## src/hdl/olist_pkg.sv

```systemverilog
// ----------------------------------------------------------------------------
// olist_pkg
// Shared types and constants for the ordered list engine: request codes,
// field widths and the per-cell control word.
// ----------------------------------------------------------------------------
package olist_pkg;

	// Field widths of the request and result transactions
	localparam int REQ_W     = 4;
	localparam int POS_W     = 6;
	localparam int DATA_W    = 32;
	localparam int COUNT_W   = 6;

	// Default list capacity
	localparam int DEPTH_DEF = 32;

	// Request codes
	typedef enum logic [REQ_W-1:0] {
		REQ_PUSH_BACK    = 4'd0,
		REQ_PUSH_FRONT   = 4'd1,
		REQ_INSERT_AT    = 4'd2,
		REQ_REMOVE_AT    = 4'd3,
		REQ_REMOVE_VALUE = 4'd4,
		REQ_FIND         = 4'd5,
		REQ_READ_AT      = 4'd6,
		REQ_POP_BACK     = 4'd7,
		REQ_POP_FRONT    = 4'd8
	} req_e;

	// What a cell does with its entry in one cycle
	typedef enum logic [1:0] {
		CELL_HOLD = 2'd0,
		CELL_LOAD = 2'd1,
		CELL_PREV = 2'd2,
		CELL_NEXT = 2'd3
	} cell_op_t;

	// Control word sent to each cell
	typedef struct packed {
		cell_op_t op;      // entry update
		logic     cmp_en;  // capture a fresh match flag
		logic     live;    // cell holds a list entry
	} cell_ctl_t;

endpackage

```

## src/hdl/ordered_list_engine_top.sv

```systemverilog
// ----------------------------------------------------------------------------
// ordered_list_engine_top
// Bounded ordered list kept in a row of cells. Inserts open a gap by moving
// entries one cell back, removals close it by moving them one cell forward.
// ----------------------------------------------------------------------------
// Request flow: the request stage holds an accepted request and the result register
//   loads from it when it fires, later only while an earlier result is held by res_stall.
// A new request is taken only once the held one has fired; the per-cell match
//   register sits between the value compare and the shift of the cell row.
// A result may wait on res_stall while the next request is taken.
// Reset clears the entry count and all valid flags; cell entries are not reset.
module ordered_list_engine_top #(
	parameter int DEPTH = olist_pkg::DEPTH_DEF
) (
	input  logic                                clk,
	input  logic                                arst_n,
	input  logic                                req_valid,
	output logic                                req_stall,
	input  logic [olist_pkg::REQ_W-1:0]         req_type,
	input  logic [olist_pkg::POS_W-1:0]         position,
	input  logic signed [olist_pkg::DATA_W-1:0] value,
	output logic                                res_valid,
	input  logic                                res_stall,
	output logic                                ok,
	output logic signed [olist_pkg::DATA_W-1:0] read_data,
	output logic [olist_pkg::COUNT_W-1:0]       count,
	output logic                                empty_res
);
	import olist_pkg::*;

	localparam int IW = $clog2(DEPTH);
	localparam int CW = $clog2(DEPTH + 1);
	localparam int KW = (CW > POS_W) ? CW : POS_W;

	// Request stage and list state
	logic                valid_s1;
	logic [REQ_W-1:0]    req_s1;
	logic [POS_W-1:0]    pos_s1;
	logic [DATA_W-1:0]   val_s1;
	logic [CW-1:0]       cnt_q;

	// Result register
	logic                res_valid_q;
	logic                ok_q;
	logic [DATA_W-1:0]   rd_q;
	logic [COUNT_W-1:0]  count_q;
	logic                empty_q;

	// Cell row
	cell_ctl_t           ctl   [DEPTH];
	logic [DATA_W-1:0]   cdata [DEPTH];
	logic [DEPTH-1:0]    match_vec;
	logic [DATA_W-1:0]   bcast;

	// Apply stage decode
	logic                accept;
	logic                fire;
	logic                open_ok;
	logic                close_ok;
	logic                pop_ok;
	logic                use_match;
	logic                ok_d;
	logic [DATA_W-1:0]   rd_d;
	logic [KW-1:0]       cnt_k;
	logic [KW-1:0]       pos_k;
	logic [KW-1:0]       at_k;
	logic                full;
	logic [DEPTH-1:0]    neg_match;
	logic [DEPTH-1:0]    pos_ge;
	logic [DEPTH-1:0]    pos_eq;
	logic [DEPTH-1:0]    ge_mask;
	logic [DEPTH-1:0]    eq_mask;
	logic [CW-1:0]       cnt_d;

	// Handshakes: one request in flight at a time
	assign req_stall = valid_s1;
	assign accept    = req_valid && !req_stall;
	assign fire      = valid_s1 && (!res_valid_q || !res_stall);

	// Compare against the incoming value, load the held value on apply
	assign bcast = valid_s1 ? val_s1 : $unsigned(value);

	// Build the cell row
	for (genvar g = 0; g < DEPTH; g++) begin : g_cell
		olist_cell u_cell (
			.clk       (clk),
			.ctl       (ctl[g]),
			.value_in  (bcast),
			.prev_data ((g == 0) ? cdata[g] : cdata[(g == 0) ? 0 : g - 1]),
			.next_data ((g == DEPTH - 1) ? cdata[g] :
			            cdata[(g == DEPTH - 1) ? g : g + 1]),
			.data      (cdata[g]),
			.match     (match_vec[g])
		);
	end

	// Decode the held request against the current count
	always_comb begin
		cnt_k     = KW'(cnt_q);
		pos_k     = KW'(pos_s1);
		full      = (cnt_q == CW'(DEPTH));
		open_ok   = 1'b0;
		close_ok  = 1'b0;
		pop_ok    = 1'b0;
		use_match = 1'b0;
		ok_d      = 1'b0;
		rd_d      = '0;
		at_k      = '0;
		unique case (req_s1)
			REQ_PUSH_BACK: begin
				open_ok = !full;
				at_k    = cnt_k;
			end
			REQ_PUSH_FRONT: begin
				open_ok = !full;
			end
			REQ_INSERT_AT: begin
				open_ok = !full && (pos_k <= cnt_k);
				at_k    = pos_k;
			end
			REQ_REMOVE_AT: begin
				close_ok = (pos_k < cnt_k);
				at_k     = pos_k;
			end
			REQ_REMOVE_VALUE: begin
				close_ok  = |match_vec;
				use_match = 1'b1;
			end
			REQ_FIND: begin
				ok_d = |match_vec;
			end
			REQ_READ_AT: begin
				if (pos_k < cnt_k) begin
					ok_d = 1'b1;
					rd_d = cdata[pos_k[IW-1:0]];
				end else begin
					rd_d = '1;
				end
			end
			REQ_POP_BACK: begin
				pop_ok = (cnt_q != '0);
			end
			REQ_POP_FRONT: begin
				close_ok = (cnt_q != '0);
			end
			default: begin
				ok_d = 1'b0;
			end
		endcase
		if (open_ok || close_ok || pop_ok) begin
			ok_d = 1'b1;
		end
		if (open_ok) begin
			cnt_d = cnt_q + CW'(1);
		end else if (close_ok || pop_ok) begin
			cnt_d = cnt_q - CW'(1);
		end else begin
			cnt_d = cnt_q;
		end
	end

	// Position masks and first-match masks
	always_comb begin
		neg_match = ~match_vec + DEPTH'(1);
		for (int i = 0; i < DEPTH; i++) begin
			pos_ge[i] = (KW'(i) >= at_k);
			pos_eq[i] = (KW'(i) == at_k);
		end
		ge_mask = use_match ? (match_vec | neg_match) : pos_ge;
		eq_mask = use_match ? (match_vec & neg_match) : pos_eq;
	end

	// Drive each cell: open a gap, close a gap or hold
	always_comb begin
		for (int i = 0; i < DEPTH; i++) begin
			ctl[i].op     = CELL_HOLD;
			ctl[i].cmp_en = accept;
			ctl[i].live   = (KW'(i) < cnt_k);
			if (fire && open_ok) begin
				if (eq_mask[i]) begin
					ctl[i].op = CELL_LOAD;
				end else if (ge_mask[i]) begin
					ctl[i].op = CELL_PREV;
				end
			end else if (fire && close_ok && ge_mask[i]) begin
				ctl[i].op = CELL_NEXT;
			end
		end
	end

	// Hold the request stage and the entry count
	always_ff @(posedge clk or negedge arst_n) begin
		if (!arst_n) begin
			valid_s1 <= 1'b0;
			cnt_q    <= '0;
		end else begin
			if (accept) begin
				valid_s1 <= 1'b1;
			end else if (fire) begin
				valid_s1 <= 1'b0;
			end
			if (fire) begin
				cnt_q <= cnt_d;
			end
		end
	end

	// Capture the request payload
	always_ff @(posedge clk) begin
		if (accept) begin
			req_s1 <= req_type;
			pos_s1 <= position;
			val_s1 <= $unsigned(value);
		end
	end

	// Result valid flag
	always_ff @(posedge clk or negedge arst_n) begin
		if (!arst_n) begin
			res_valid_q <= 1'b0;
		end else if (fire) begin
			res_valid_q <= 1'b1;
		end else if (!res_stall) begin
			res_valid_q <= 1'b0;
		end
	end

	// Result payload
	always_ff @(posedge clk) begin
		if (fire) begin
			ok_q    <= ok_d;
			rd_q    <= rd_d;
			count_q <= COUNT_W'(cnt_d);
			empty_q <= (cnt_d == '0);
		end
	end

	assign res_valid = res_valid_q;
	assign ok        = ok_q;
	assign read_data = $signed(rd_q);
	assign count     = count_q;
	assign empty_res = empty_q;

endmodule

```

## src/hdl/olist_cell.sv

```systemverilog
// ----------------------------------------------------------------------------
// olist_cell
// One place of the list. Holds an entry, loads a new value or takes the
// entry of either neighbor, and flags when its entry equals the search value.
// ----------------------------------------------------------------------------
module olist_cell (
	input  logic                            clk,
	input  olist_pkg::cell_ctl_t            ctl,
	input  logic [olist_pkg::DATA_W-1:0]    value_in,
	input  logic [olist_pkg::DATA_W-1:0]    prev_data,
	input  logic [olist_pkg::DATA_W-1:0]    next_data,
	output logic [olist_pkg::DATA_W-1:0]    data,
	output logic                            match
);
	import olist_pkg::*;

	logic [DATA_W-1:0] data_q;
	logic              match_q;

	// Update the entry and capture the compare result
	always_ff @(posedge clk) begin
		unique case (ctl.op)
			CELL_HOLD: data_q <= data_q;
			CELL_LOAD: data_q <= value_in;
			CELL_PREV: data_q <= prev_data;
			CELL_NEXT: data_q <= next_data;
			default:   data_q <= data_q;
		endcase
		if (ctl.cmp_en) begin
			match_q <= ctl.live && (data_q == value_in);
		end
	end

	assign data  = data_q;
	assign match = match_q;

endmodule

```

## config.mk

```make
export PLATFORM = sky130hd
export DESIGN_NAME = ordered_list_engine_top
export DESIGN_NICKNAME = d
export VERILOG_FILES = /design/src/hdl/olist_pkg.sv /design/src/hdl/ordered_list_engine_top.sv /design/src/hdl/olist_cell.sv
export SDC_FILE = /design/constraint.sdc
export NUM_CORES = 2
export LEC_CHECK = 0
export ABC_AREA = 0
export BUFFER_PORTS_ARGS = -buffer_cell sky130_fd_sc_hd__buf_2
export CAP_MARGIN = 20
export CELL_PAD_IN_SITES_DETAIL_PLACEMENT = 1
export CELL_PAD_IN_SITES_GLOBAL_PLACEMENT = 1
export CORE_AREA = 10 10 441 443
export CTS_CLUSTER_SIZE = 40
export DETAILED_ROUTE_END_ITERATION = 10
export DIE_AREA = 0 0 451 453
export PLACE_DENSITY = 0.77
export SYNTH_ARGS = -nofsm -noshare
export SYNTH_HDL_FRONTEND = slang
export SYNTH_SLANG_ARGS = --single-unit
```

## constraint.sdc

```tcl
create_clock -name clk -period 7.28 [get_ports clk]
set_input_delay 1.456 -clock clk [delete_from_list [all_inputs] [get_ports clk]]
set_output_delay 1.456 -clock clk [all_outputs]
set_load 0.03 [all_outputs]
```

==> out/qor.csv <==
stage,metric,value,unit
run_status,status,"finished, final reports clean",
yosys,synth_adder_area_share,0.174,%
global_route,overflow,0,
hold_path,min_path_type,in2async,
yosys,synth_top_family_by_area,multiplexers,
setup_path,cp_max_fo,33,
cts,cts_tree,built,
routing,routed_via_density,7.42,
timing,hold_viol,0,
power_and_ir_drop,p_int,19.7,mW
cts,clockBufferDepth,3,
power_and_ir_drop,p_per_area,420,nW/um2
cts,htree_levels,4,
finish,multi_input_area,42800,um2
timing,fin_crit_sh,77.8,%
setup_path,worstReg2RegStart,cnt_k[0],
cts,holdBufCountCts,0,
die,core_area,185000,um2
finish,fillCellCount,18872,
cts,post_cts.repair.setup_buffers,0,
timing,tns,0,ns
setup_path,cpLargestDelayFamily,simple AND/OR/NAND/NOR gates,
yosys,yosysSeqAreaShare,43.4,%
yosys,ys_warn_count,0,
finish,layout.nets,6220,
setup_path,crit_path_top_delay_cell,and2_0,
setup_path,crit_buf_inv,4,
die,start_util,42.8,%
timing,worst_slack,1.62,ns
yosys,synth.area.mux_share,29.5,%
routing,drt_iter0_drc,11952,
cts,clock_latency,0.84,ns
cts,clkSinkCount,1146,
yosys,avgSynthCellArea,12.7,um2
job,timing.max_cap.violations,0,
setup_path,path_cells,"inv_1, ha_1, or3b_2, o311a_1, and3_1, buf_4, a21oi_2, buf_4, and2_0, buf_4, a31oi_1",
yosys,synth_enable_flop_cells,1138,
global_route,grt_pass1_vias,62559,
power_and_ir_drop,clock_power_share,18.5,%
setup_path,slowest_delay,0.95,ns
power_and_ir_drop,total_power,36.7,mW
cts,clkTransAtPathRegs,0.06,ns
die,rows,158,
setup_path,reg2reg_setup_slack,1.62,ns
power_and_ir_drop,ir_worst_vdd,0.000310,V
yosys,synth-compound-area-share,6.03,%
finish,register_area,34400,um2
yosys,syn_area,79300,um2
global_route,grt_pass1_wl,529000,um
routing,vias,65005,
finish,final_layout_size_suffix_gt1_share,17.9,%
routing,ant_nets,0,
routing,drt-pass1-iter-count,8,
timing,setup_viol,0,
die,ios,88,
placement,place.gp.congestion,1.03,
timing,maxSlewHeadroom,14.3,%
placement,post-dp-hpwl,279000,um
global_route,antenna_found_initial,51,
setup_path,r2r-end,g_cell[21].u_cell.data[2],
yosys,synth_xor_area_share,11.4,%
die,die_area,204000,um2
setup_path,crit_top_cell,buf_4,
power_and_ir_drop,p_leak,29.3,nW
setup_path,reg2reg_depth,11,
yosys,syn_nets,6319,
timing,fmax,0.177,GHz
power_and_ir_drop,sw_frac_of_total,46.4,%
yosys,synth-main-ff-cell,edfxtp_1,
routing,wl_per_cell,44.2,um
finish,areaGrowthSynthToFinish,10.3,%
yosys,synth_seq_cells,1146,
routing,drt_wl_total,387000,um
timing,hold-worst-slack,0.475,ns
timing,rsz0062_at_grt,no,
finish,fin_util,47.3,%
power_and_ir_drop,switchingPower,17.0,mW
routing,drc,0,
cts,root_buffer,clkbuf_16,
setup_path,required,7.84,ns
setup_path,path_class,reg2reg,
placement,pre_cts_slack,1.68,ns
yosys,async_flop_share,0.698,%
power_and_ir_drop,p_seq_share,32.2,%
timing,maxSlewViolCount,0,
cts,cts_resized,0,
timing,tightest_slew,1.27,ns
power_and_ir_drop,comb_power_share,49.2,%
global_route,grt_usage,36.3,%
die,die-width,451,um
global_route,grt_max_degree,97,
yosys,ys_types,96,
setup_path,start_kind,register,
yosys,yosys.area_share.simple,5.92,%
yosys,synthCells,6262,
setup_path,critPathCaptureType,register,
cts,cts_inserted_buffers,138,
timing,skew,0.0345,ns
placement,portBuffers,87,
die,dieHeight,453,um
setup_path,crit_arrival,6.22,ns
timing,period_needed,5.66,ns
[kinds of logic after synthesis]
| group | count (synthesis) |
|---|---|
| xor gates and xnor gates | 1029 |
| AOI/OAI and AO/OA | 688 |
| buffers and inverters | 635 |
| muxes | 1924 |
| DFF | 1146 |
| adders and majority gates | 11 |
| and+or+nand+nor | 829 |
[routing by layer]
layer  vias to the layer above  routed length, um  global-route usage (%)
met2                      6159             155000                    50.0
met4                        44              33200                    24.7
met3                      1374              63500                    15.8
met5                         -                398                   0.932
li1                      24115                  -                       -
met1                     33313             134000                    45.7
[sequential cells by signal (all words and copies together) (netlist names)]
register	flops
res_valid	1
g_cell.u_cell.data	1024
pos_k	6
req_s1	4
read_data	32
empty_res	1
count	6
ok	1
g_cell.u_cell.match	32
cnt_k	6
val_s1	32
req_stall	1
[worst max path at each step]
stage	depth (start not counted)	slack (ns)	from	endpoint
6_report	11	1.62	cnt_k[0]	g_cell[21].u_cell.data[2]
4_1_cts	10	1.70	cnt_k[0]	g_cell[16].u_cell.data[5]
3_5_place_dp	10	1.68	cnt_k[0]	g_cell[16].u_cell.data[5]
5_1_grt	11	1.52	cnt_k[0]	g_cell[21].u_cell.data[11]
3_3_place_gp	9	1.83	res_stall	g_cell[16].u_cell.data[0]
2_1_floorplan	9	0.55	res_stall	g_cell[23].u_cell.data[21]
[area by class of cell]
cell class	instances	area share [%]
clock buffer	169	4.11
tap	2480	3.55
timing repair buffer	371	3.29
multi-input combinational	4481	49.0
clock inverter	68	0.572
antenna	23	0.0658
inverter	25	0.107
sequential	1146	39.3
[cell usage in the layout (no fill, tap or decap), types with 19 or more instances in the layout]
cell       instances
a22oi_1          103
edfxtp_1        1138
a32oi_1           39
a31oi_1           38
o21ai_0           47
nor4_1           140
nor2_4            20
o221a_2           33
mux2_2            67
mux4_2           320
and2_1            46
a21oi_1          212
nor2_1            77
and4_1            33
xnor2_1         1012
mux2i_4           32
a221o_1           33
buf_4            261
clkinv_1          33
nor3_1            30
mux2i_1         1505
nand4_1          185
inv_1             22
diode_2           23
buf_12            19
buf_2             87
o22ai_1           65
nand3_1           54
clkbuf_1          30
clkbuf_16        139
nand2_1          134
[cell usage after synthesis, types with 12 or more instances]
master / number / area, um2
a221o_1: 33 / 330
mux2i_1: 1535 / 15400
o21ai_0: 48 / 240
nand3_1: 56 / 280
xor2_1: 17 / 149
nor3_1: 34 / 170
a31oi_1: 38 / 238
xnor2_1: 1012 / 8860
nor2_1: 104 / 390
and2_1: 48 / 300
and4_1: 34 / 298
buf_6: 16 / 180
edfxtp_1: 1138 / 34200
buf_4: 60 / 450
mux4_2: 320 / 7210
o221a_2: 33 / 372
inv_1: 23 / 86.3
mux2_2: 67 / 754
or3_1: 12 / 75.1
a32oi_1: 39 / 342
buf_1: 80 / 300
o22ai_1: 65 / 407
buf_2: 147 / 736
nor4_1: 142 / 888
o21ai_1: 13 / 65.1
clkbuf_1: 306 / 1150
nand4_1: 185 / 1160
nand2_1: 139 / 522
a21oi_1: 218 / 1090
a22oi_1: 104 / 781
[per-stage QoR]
| stage | std cells | cell area [um2] |
|---|---|---|
| 2_1_floorplan | 6262 | 79300 |
| 3_5_place_dp | 8498 | 83200 |
| 5_1_grt | 8743 | 87400 |
| 6_report | 8763 | 87400 |
| 3_3_place_gp | 8491 | 83000 |
| 4_1_cts | 8735 | 87300 |
[power by group through the flow]
stage | Combinational, mW | Sequential, mW | Clock [mW]
6_report | 18.1 | 11.8 | 6.81
5_1_grt | 18.1 | 11.8 | 6.97
4_1_cts | 17.0 | 11.7 | 6.72
3_5_place_dp | 16.9 | 11.8 | 0
3_3_place_gp | 16.4 | 11.7 | 0
2_1_floorplan | 10.2 | 10.9 | 0
Note: power is estimated with default switching activity, not from simulation.
